### src/rtl/core/skvt_pkg.sv
`timescale 1ns / 1ps
// ----------------------------------------------------------------------------
// Sorted key/value table package
// Shared sizes, operation and status codes, and the compare result type.
// ----------------------------------------------------------------------------
package skvt_pkg;

	localparam int CAPACITY = 16;
	localparam int IDX_W    = $clog2(CAPACITY);
	localparam int CNT_W    = $clog2(CAPACITY + 1);

	localparam int OP_W     = 2;
	localparam int KEY_W    = 32;
	localparam int VAL_W    = 32;
	localparam int STATUS_W = 2;
	localparam int POS_W    = 4;

	localparam int S_FIELDS_W = OP_W + KEY_W + VAL_W;
	localparam int S_TDATA_W  = ((S_FIELDS_W + 7) / 8) * 8;
	localparam int M_FIELDS_W = STATUS_W + POS_W + VAL_W;
	localparam int M_TDATA_W  = ((M_FIELDS_W + 7) / 8) * 8;

	localparam logic [OP_W-1:0] OP_INSERT = 2'd0;
	localparam logic [OP_W-1:0] OP_DELETE = 2'd1;
	localparam logic [OP_W-1:0] OP_SEARCH = 2'd2;

	localparam logic [STATUS_W-1:0] ST_DONE    = 2'd0;
	localparam logic [STATUS_W-1:0] ST_DUP     = 2'd1;
	localparam logic [STATUS_W-1:0] ST_MISSING = 2'd2;
	localparam logic [STATUS_W-1:0] ST_FULL    = 2'd3;

	typedef logic signed [KEY_W-1:0] key_t;
	typedef logic signed [VAL_W-1:0] val_t;

	typedef struct packed {
		logic lt;
		logic eq;
	} cmp_res_t;

endpackage

### src/rtl/core/skvt_store.sv
`timescale 1ns / 1ps
// ----------------------------------------------------------------------------
// Sorted key/value table entry store
// Key and value memories with one write port and one registered read port.
// ----------------------------------------------------------------------------
module skvt_store (
	input  logic                      clk,
	input  logic                      wr_en,
	input  logic [skvt_pkg::IDX_W-1:0] wr_addr,
	input  skvt_pkg::key_t            wr_key,
	input  skvt_pkg::val_t            wr_val,
	input  logic [skvt_pkg::IDX_W-1:0] rd_addr,
	output skvt_pkg::key_t            rd_key,
	output skvt_pkg::val_t            rd_val
);
	import skvt_pkg::*;

	key_t key_mem [CAPACITY];
	val_t val_mem [CAPACITY];

	always_ff @(posedge clk) begin
		if (wr_en) begin
			key_mem[wr_addr] <= wr_key;
			val_mem[wr_addr] <= wr_val;
		end
	end

	always_ff @(posedge clk) begin
		rd_key <= key_mem[rd_addr];
		rd_val <= val_mem[rd_addr];
	end

endmodule

### src/rtl/core/skvt_cmp.sv
`timescale 1ns / 1ps
// ----------------------------------------------------------------------------
// Sorted key/value table key comparator
// The single signed compare used by the scan steps of the sequencer.
// ----------------------------------------------------------------------------
module skvt_cmp (
	input  skvt_pkg::key_t     stored_key,
	input  skvt_pkg::key_t     probe_key,
	output skvt_pkg::cmp_res_t res
);
	import skvt_pkg::*;

	// Both operands are signed, so the less-than is a signed compare.
	assign res.lt = (stored_key < probe_key);
	assign res.eq = (stored_key == probe_key);

endmodule

### src/rtl/core/sorted_key_value_table.sv
`timescale 1ns / 1ps
// ----------------------------------------------------------------------------
// Sorted key/value table
// Bounded dictionary of signed keys and values kept in ascending key order.
// ----------------------------------------------------------------------------
// Requests arrive on the s_axis channel: op selects insert, delete or search,
// key is the signed key and item_value is stored on insert. Every request
// produces exactly one transfer on the m_axis channel with a status, the
// sorted position (insert and search) and the stored value (search hit).
// The block handles one request at a time. After the request transfer the
// single comparator walks the stored entries from index zero, one entry per
// cycle, until it reaches the first key that is not below the request key
// or the end of the stored entries. An insert then moves the later entries up
// one slot and a delete moves them down, one entry per cycle through the
// single memory write port. Together the scan and the shift cover the table
// about once. The sequencer then moves the result into the output register
// and returns to idle for the next request. s_axis_tready is high only while
// the sequencer is idle. The result sits in an output register, so a new
// request is taken while an earlier result still waits; if the receiver
// stalls, the next result waits in the sequencer until the register is free.
// Reset empties the table at once: the entry count goes to zero and the
// memories themselves are not cleared.
// ----------------------------------------------------------------------------
module sorted_key_value_table (
	input  logic                           clk,
	input  logic                           arst_n,
	// tdata fields from bit 0 up: op[1:0], key[33:2], item_value[65:34], zero pad
	input  logic [skvt_pkg::S_TDATA_W-1:0] s_axis_tdata,
	input  logic                           s_axis_tvalid,
	output logic                           s_axis_tready,
	// tdata fields from bit 0 up: status[1:0], position[5:2], found_value[37:6], zero pad
	output logic [skvt_pkg::M_TDATA_W-1:0] m_axis_tdata,
	output logic                           m_axis_tvalid,
	input  logic                           m_axis_tready
);
	import skvt_pkg::*;

	localparam logic [2:0] S_IDLE   = 3'd0;
	localparam logic [2:0] S_SCAN   = 3'd1;
	localparam logic [2:0] S_SHUP   = 3'd2;
	localparam logic [2:0] S_SHDN   = 3'd3;
	localparam logic [2:0] S_RESULT = 3'd4;

	logic [2:0]          state_q;
	logic [OP_W-1:0]     op_q;
	key_t                key_q;
	val_t                val_q;
	logic [CNT_W-1:0]    cnt_q;
	logic [CNT_W-1:0]    idx_q;
	logic [CNT_W-1:0]    j_q;
	logic [STATUS_W-1:0] res_status_q;
	logic [POS_W-1:0]    res_pos_q;
	val_t                res_fv_q;
	logic [M_TDATA_W-1:0] out_data_q;
	logic                out_valid_q;

	logic                in_xfer;
	logic                out_free;
	logic                in_range;
	logic                scan_go;
	logic                present;
	logic                wr_en;
	logic [IDX_W-1:0]    wr_addr;
	key_t                wr_key;
	val_t                wr_val;
	logic [IDX_W-1:0]    rd_addr;
	key_t                rd_key;
	val_t                rd_val;
	cmp_res_t            cmp_res;

	skvt_store u_store (
		.clk     (clk),
		.wr_en   (wr_en),
		.wr_addr (wr_addr),
		.wr_key  (wr_key),
		.wr_val  (wr_val),
		.rd_addr (rd_addr),
		.rd_key  (rd_key),
		.rd_val  (rd_val)
	);

	skvt_cmp u_cmp (
		.stored_key (rd_key),
		.probe_key  (key_q),
		.res        (cmp_res)
	);

	assign s_axis_tready = (state_q == S_IDLE);
	assign in_xfer       = s_axis_tvalid && s_axis_tready;
	assign out_free      = !out_valid_q || m_axis_tready;
	assign m_axis_tdata  = out_data_q;
	assign m_axis_tvalid = out_valid_q;

	// During the scan the read data belongs to entry idx_q.
	assign in_range = (idx_q < cnt_q);
	assign scan_go  = in_range && cmp_res.lt;
	assign present  = in_range && cmp_res.eq;

	// Read address: the read issued now returns data for the next cycle.
	always_comb begin
		rd_addr = '0;
		unique case (state_q)
			S_SCAN: begin
				if (scan_go || (op_q != OP_INSERT)) begin
					rd_addr = IDX_W'(idx_q + CNT_W'(1));
				end else begin
					rd_addr = IDX_W'(cnt_q - CNT_W'(1));
				end
			end
			S_SHUP:  rd_addr = IDX_W'(j_q - CNT_W'(2));
			S_SHDN:  rd_addr = IDX_W'(j_q + CNT_W'(2));
			default: rd_addr = '0;
		endcase
	end

	// Write port: shifting copies the entry just read, the insert ends with
	// the new key at its sorted place.
	always_comb begin
		wr_en   = 1'b0;
		wr_addr = IDX_W'(j_q);
		wr_key  = rd_key;
		wr_val  = rd_val;
		unique case (state_q)
			S_SHUP: begin
				wr_en = 1'b1;
				if (j_q == idx_q) begin
					wr_key = key_q;
					wr_val = val_q;
				end
			end
			S_SHDN:  wr_en = ((j_q + CNT_W'(1)) < cnt_q);
			default: wr_en = 1'b0;
		endcase
	end

	always_ff @(posedge clk or negedge arst_n) begin
		if (!arst_n) begin
			state_q     <= S_IDLE;
			cnt_q       <= '0;
			out_valid_q <= 1'b0;
		end else begin
			// The register fills from the sequencer or holds until its transfer.
			out_valid_q <= ((state_q == S_RESULT) && out_free) ||
				(out_valid_q && !m_axis_tready);
			unique case (state_q)
				S_IDLE: begin
					if (in_xfer) begin
						state_q <= S_SCAN;
					end
				end
				S_SCAN: begin
					if (!scan_go) begin
						if ((op_q == OP_INSERT) && !present && (cnt_q != CNT_W'(CAPACITY))) begin
							state_q <= S_SHUP;
						end else if ((op_q == OP_DELETE) && present) begin
							state_q <= S_SHDN;
						end else begin
							state_q <= S_RESULT;
						end
					end
				end
				S_SHUP: begin
					if (j_q == idx_q) begin
						cnt_q   <= cnt_q + CNT_W'(1);
						state_q <= S_RESULT;
					end
				end
				S_SHDN: begin
					if (!((j_q + CNT_W'(1)) < cnt_q)) begin
						cnt_q   <= cnt_q - CNT_W'(1);
						state_q <= S_RESULT;
					end
				end
				S_RESULT: begin
					if (out_free) begin
						state_q <= S_IDLE;
					end
				end
				default: state_q <= S_IDLE;
			endcase
		end
	end

	// Request fields, scan pointer, shift pointer and result payload.
	always_ff @(posedge clk) begin
		unique case (state_q)
			S_IDLE: begin
				if (in_xfer) begin
					op_q  <= s_axis_tdata[OP_W-1:0];
					key_q <= s_axis_tdata[OP_W +: KEY_W];
					val_q <= s_axis_tdata[OP_W + KEY_W +: VAL_W];
					idx_q <= '0;
				end
			end
			S_SCAN: begin
				if (scan_go) begin
					idx_q <= idx_q + CNT_W'(1);
				end else begin
					unique case (op_q)
						OP_INSERT: begin
							res_fv_q <= '0;
							if (present) begin
								res_status_q <= ST_DUP;
								res_pos_q    <= POS_W'(idx_q);
							end else if (cnt_q == CNT_W'(CAPACITY)) begin
								res_status_q <= ST_FULL;
								res_pos_q    <= '0;
							end else begin
								res_status_q <= ST_DONE;
								res_pos_q    <= POS_W'(idx_q);
								j_q          <= cnt_q;
							end
						end
						OP_DELETE: begin
							res_pos_q <= '0;
							res_fv_q  <= '0;
							if (present) begin
								res_status_q <= ST_DONE;
								j_q          <= idx_q;
							end else begin
								res_status_q <= ST_MISSING;
							end
						end
						OP_SEARCH: begin
							if (present) begin
								res_status_q <= ST_DONE;
								res_pos_q    <= POS_W'(idx_q);
								res_fv_q     <= rd_val;
							end else begin
								res_status_q <= ST_MISSING;
								res_pos_q    <= '0;
								res_fv_q     <= '0;
							end
						end
						default: begin
							res_status_q <= ST_DONE;
							res_pos_q    <= '0;
							res_fv_q     <= '0;
						end
					endcase
				end
			end
			S_SHUP: begin
				if (j_q != idx_q) begin
					j_q <= j_q - CNT_W'(1);
				end
			end
			S_SHDN: begin
				j_q <= j_q + CNT_W'(1);
			end
			S_RESULT: begin
				if (out_free) begin
					out_data_q <= M_TDATA_W'({res_fv_q, res_pos_q, res_status_q});
				end
			end
			default: j_q <= j_q;
		endcase
	end

endmodule
### config.mk
export PLATFORM = sky130hd
export DESIGN_NAME = sorted_key_value_table
export DESIGN_NICKNAME = d
export VERILOG_FILES = /design/src/rtl/core/skvt_pkg.sv /design/src/rtl/core/skvt_store.sv /design/src/rtl/core/skvt_cmp.sv /design/src/rtl/core/sorted_key_value_table.sv
export SDC_FILE = /design/constraint.sdc
export NUM_CORES = 1
export LEC_CHECK = 0
export ABC_AREA = 1
export BUFFER_PORTS_ARGS = -buffer_cell sky130_fd_sc_hd__buf_4
export CAP_MARGIN = 20
export CORE_MARGIN = 8
export CORE_UTILIZATION = 37
export DETAILED_ROUTE_END_ITERATION = 10
export HOLD_SLACK_MARGIN = 0.05
export PLACE_DENSITY = 0.61
export SLEW_MARGIN = 15
export SYNTH_ARGS = -nofsm -noshare
export SYNTH_HDL_FRONTEND = slang
export SYNTH_HIERARCHICAL = 1
export SYNTH_SLANG_ARGS = --single-unit
export TNS_END_PERCENT = 5
### constraint.sdc
create_clock -name clk -period 9.5 [get_ports clk]
set_input_delay 0.475 -clock clk [delete_from_list [all_inputs] [get_ports clk]]
set_output_delay 0.475 -clock clk [all_outputs]
set_load 0.05 [all_outputs]
# Word-level counts from Yosys, hierarchy flattened
# Memories as Yosys holds them, arrays and structs flattened. A register that Yosys moved wholly into a read port is not among the register bits.
# Cells that the tools add are included.
# op_classes
magnitude_cmp	3
bitwise_logic	1
eq_ne	22
addsub	7
n_reduce_logical	29
mux	38
# ops
cell	n
32-bit 2-to-1 mux	4
5-bit 2-to-1 mux	9
32-bit == test	1
32-bit < comparator	1
5-bit one-hot mux with 2 select lines	3
3-bit 2-to-1 mux	7
4-bit 2-to-1 mux	4
5-bit by 1-bit adder with 5-bit output, second input constant	3
3-bit one-hot mux with 5 select lines	1
5-bit one-hot mux with 3 select lines	1
2-bit inequality test, second input constant	6
3-bit inequality test, second input constant	4
4-bit one-hot mux with 3 select lines	1
5-bit < comparator	2
5-bit by 1-bit subtractor with 5-bit output, second input constant	2
1-bit logical AND	8
4-bit one-hot mux with 2 select lines	1
2-bit AND reduction	4
7-bit AND reduction	1
3-bit by 2-bit == test with 1-bit output, second input constant	2
2-bit 2-to-1 mux	3
3-bit AND reduction	2
2-bit nonzero test	3
5-bit == test	1
21 further kinds	26
# word_totals
in_bits	76
output_inout_bits	42
ff_bits	161
n_memories	2
word_cells	114
ram_bits	1024
# mem_list
name	depth	word_bits	read_ports	rd_ports_with_merged_regs	write_ports	line_no	source
u_store.key_mem	16	32	1	1	1	skvt_store.sv:18	key_t key_mem [CAPACITY];
u_store.val_mem	16	32	1	1	1	skvt_store.sv:19	val_t val_mem [CAPACITY];

# Logic depth before layout (Yosys ltp)
# logic_depth
depth_word	8
ltp_mapped	31

# Hierarchy
# The synthesis kept the hierarchy.
# by_module_without_submodules
mod	cells_per_inst	area_per_inst_um2	n_inst
skvt_store	4212	45248.4	1
sorted_key_value_table	680	7239.4	1
skvt_cmp	144	885.8	1

# Least setup slack after synthesis
# No wires, ideal clock.
# synth_timing
path_type	register to register
start	register j_q[0]
end	memory u_store/key_mem[10][0] (netlist bit) (enable)
stages_incl_launch_ff	12
path_slack_ns	4.430
synth_period_minus_slack_ns	5.070
setup_ns	0.487
arrival_time_ns	4.584
n_path_buf	0
t_required_ns	9.013
cell_sequence	edfxtp_1 -> ha_1 -> nand3_1 -> xor2_1 -> ha_1 -> nand2_1 -> nor2_1 -> nand2_1 -> nand3_1 -> o21ai_0 -> nand3_1 -> nor2_1
# synth_between
elab_chain_cells	5
# synth_rtl
item	line_no	source
start: declaration	sorted_key_value_table.sv:50	logic [CNT_W-1:0] j_q;
start signal: assignment	sorted_key_value_table.sv:211	j_q <= cnt_q;
start signal: assignment	sorted_key_value_table.sv:219	j_q <= idx_q;
start signal: assignment	sorted_key_value_table.sv:245	j_q <= j_q - CNT_W'(1);
5-bit by 1-bit adder with 5-bit output	sorted_key_value_table.sv:131	S_SHDN: wr_en = ((j_q + CNT_W'(1)) < cnt_q);
5-bit < comparator	sorted_key_value_table.sv:131	
1-bit one-hot mux with 2 select lines	sorted_key_value_table.sv:123	unique case (state_q)
via wr_en	sorted_key_value_table.sv:62	logic wr_en;
1-bit 2-to-1 mux	skvt_store.sv:22	if (wr_en) begin
1-bit 2-to-1 mux (not written as such)	skvt_store.sv:23	key_mem[wr_addr] <= wr_key;
end: declaration	skvt_store.sv:18	
# The timed path passes the listed nets, and every way through them passes these cells.

==> results.cfg <==
[timing]
period_needed_ns = 5.75
setup_viol = 0
tns_ns = 0
fin_hold_ws_ns = 0.117
tightestPinTransition_ns = 1.17
rsz0062_at_grt = no
finalClockSkew_ns = 0.0320
fin_crit_sh_pct = 60.6
final_max_slew_viol_count = 0
fmax_mhz = 174
hold_viol = 0
slew_headroom_pct = 21.7

[detailed_routing]
met1_length_um = 57200
ant_nets = 0
wl_met3_um = 9040
wl_um = 134000
detail_route.wl_per_cell_um = 18.6
firstDrtPassIters = 5
via_per_inst = 4.81
vias = 34600
topRoutingLayerUsed = met4
dr.first_iter.drc_count = 2931
dr_wl_met2_um = 63800
drc = 0

[global_routing]
grt_max_degree = 218
grt_usage_pct = 16.8
overflow = 0
grt_pass1_vias = 33500
antenna_found_initial = 2
grt_pass1_wl_um = 203000

[pwr]
internal-power_mw = 12.3
irDropWorstVdd_v = 0.000385
clkPwrFrac_pct = 26.3
p_seq_share_pct = 38.7
sw_frac_of_total_pct = 37.8
powerDensity_nw_per_um2 = 323
p_comb_share_pct = 34.9
switchingPower_mw = 7.44
total_leakage_power_nw = 25.7

[setup_path]
startpoint_type = register
cp_max_fo = 216
r2r_setup_slack_ns = 3.75
r2r_cells = 24
cpPeakStageDelay_ns = 0.79
crit_required_ns = 10.14
r2r_end = u_store/rd_val[12]
cp_top_family = simple AND/OR/NAND/NOR gates
critPathKind = register to register
crit_path_cell_trace = inv_1 > ha_1 > nand2_1 > nand2_1 > nand3_1 > nand2_1 > a21oi_1 > nand2_1 > nand2_1 > nand3_1 > nand2_1 > nand3_1 > nand2_1 > inv_1 > nand2_1 > nand3_1 > nand2_4 > buf_12 > buf_4 > nand2_1 > nand3_1 > nand3_1 > nand3_1 > nand2_1
crit_top_cell = nand2_1
cp_slowest_cell = buf_4
cp.arrival_ns = 6.39
r2r-start = key_q[9]
startpoint = key_q[9]
crit_buf_inv = 4
endpoint_kind = register

[layout]
stdcell_area_um2 = 61000
final_common_cell = nand2_1
drive_above_1_share_pct = 7.98
utilization_pct = 42.5
final_cell_mix = nand2_1 (1538), edfxtp_1 (1176), inv_1 (883)
area.growth.synth_to_final_pct = 14.3
fin_nets = 5311
fin_cells = 7203

[floorplanning]
core_area_um2 = 143000
design.die.area_um2 = 157000
rows = 139
die_w_um = 396
initial_utilization_pct = 37.2
die_h_um = 396
ioPinCount = 118

[logic_synthesis]
yosys_warnings = 6
synth_cell_type_count = 36
synth_seq_cells = 1249
seq_area_frac_synth_pct = 69.0
netlist_area_um2 = 53400
netlist_instances = 5036
syn-mean-instance-area_um2 = 10.6

[cts]
post-cts-setup-buffers = 0
clk_latency_ns = 0.76
cts-htree-levels = 4
cts_sinks = 1249
cts_tree = built
cts-root-buf = clkbuf_16
clockBufferDepth = 3
cts_inserted_buffers = 136
clkTransAtPathRegs_ns = 0.06

[placement]
placedCellCount = 6865
finalWeightedCongestion = 0.782
port_buffers = 109
placedInstanceArea_um2 = 55800
dp_hpwl_um = 64200

[run_status]
run_status = finished, final reports clean

[job]
max-cap-violations = 0

[worst_hold_path]
hold_class = input port to async pin
## layer usage
layer,vias to the layer above,global-route usage [%]
li1,16600,-
met1,16600,21.9
met2,1124,28.0
met3,240,3.12
met4,0,6.00
met5,-,0
## layout make-up
| cell class | instances | area, um2 |
|---|---|---|
| flip-flops and latches | 1249 | 36800 |
| repair buffers | 245 | 2100 |
| clock inverters | 62 | 558 |
| inverters | 893 | 3380 |
| multi-input cells | 2659 | 11900 |
| diodes | 2 | 5.00 |
| fillers | 13300 | 82500 |
| well taps | 1903 | 2380 |
| clock buffers | 190 | 3830 |
## how the worst max path moves through the flow
stage / slack (ns) / cells past startpoint / to
floorplan: 4.43 / 11 / u_store/key_mem[10][0]
global route: 3.33 / 24 / u_store/rd_val[12]
detailed placement: 3.85 / 24 / u_store/rd_val[26]
CTS: 3.80 / 24 / u_store/rd_val[26]
global placement: 3.80 / 24 / u_store/rd_val[12]
finish: 3.75 / 24 / u_store/rd_val[12]
## cells by family after synthesis
| group | Yosys count | share of synthesized area [%] |
|---|---|---|
| AOI/OAI and AO/OA | 85 | 0.837 |
| and+or+nand+nor | 2507 | 19.7 |
| DFF | 1249 | 69.0 |
| xor gates and xnor gates | 14 | 0.230 |
| buffers and inverters | 1129 | 9.04 |
| other | 1 | 0.00703 |
| adders and majority gates | 51 | 1.21 |
## synth_stat cells
cell type     n  share of area (%)
nand2_1    1542                 11
buf_8         1              0.028
nor2_4        2              0.042
a21o_1        1              0.014
inv_2         6              0.042
a21oi_2       1              0.016
nor3_1        3              0.028
nand2_2       4              0.047
clkbuf_1     26               0.18
dfxtp_1      64                2.4
o21a_2        1              0.016
xnor2_1       4              0.066
a21oi_1      55               0.52
fa_1          1              0.038
edfxtp_1   1176                 66
buf_6        42               0.89
nand4_1       4              0.047
ha_1         50                1.2
buf_1        15               0.11
buf_2       126                1.2
inv_1       885                6.2
nor2_1      117               0.82
inv_6         1              0.016
or2_2         1              0.012
o21ai_0      22               0.21
dfrtp_1       9               0.42
a31oi_1       1              0.012
xor2_1       10               0.16
nor2_2        2              0.023
nor3_2        1              0.019
buf_4        26               0.37
o211ai_1      4              0.056
nand3_1     830                7.8
nand4_2       1              0.023
clkinv_1      1             0.0070
conb_1        1             0.0070
## worst register-to-register path: cells and delay by family, from the launching register on
| family | cells | cell delay [ns] |
|---|---|---|
| AND/OR/NAND/NOR | 18 | 2.67 |
| buffers and inverters | 4 | 1.98 |
| flip-flops | 1 | 0.48 |
| adder cells (fa/ha/maj) | 1 | 0.30 |
| AO/OA/AOI/OAI | 1 | 0.22 |
## registers in the layout, indices dropped and copies added (netlist names), 2 cells and up
register         count
u_store/rd_key      32
val_q               32
m_axis_tdata        38
u_store/val_mem    512
j_q                  5
key_q               32
res_status_q         2
cnt_q                5
op_q                 2
u_store/rd_val      32
idx_q                5
state_q              3
u_store/key_mem    512
res_fv_q            32
res_pos_q            4
## timing repair
item,CTS,global route
gates resized for setup,0,0
endpoints found under the hold margin,76,0
hold buffers,68,0
## stage by stage
step,total power [mW],setup slack (ns)
after global placement,14.4,3.80
after CTS,19.8,3.80
after global routing,20.9,3.33
final,19.7,3.75
after floorplan,12.7,4.43
after detailed placement,14.5,3.85
## power groups by stage
stage | logic, mW | clock network (mW) | registers [mW]
2_1_floorplan | 4.89 | 0 | 7.77
5_1_grt | 7.68 | 5.50 | 7.68
3_3_place_gp | 6.69 | 0 | 7.74
3_5_place_dp | 6.78 | 0 | 7.75
6_report | 6.88 | 5.19 | 7.63
4_1_cts | 6.85 | 5.31 | 7.64
(Power assumes the default switching activity.)
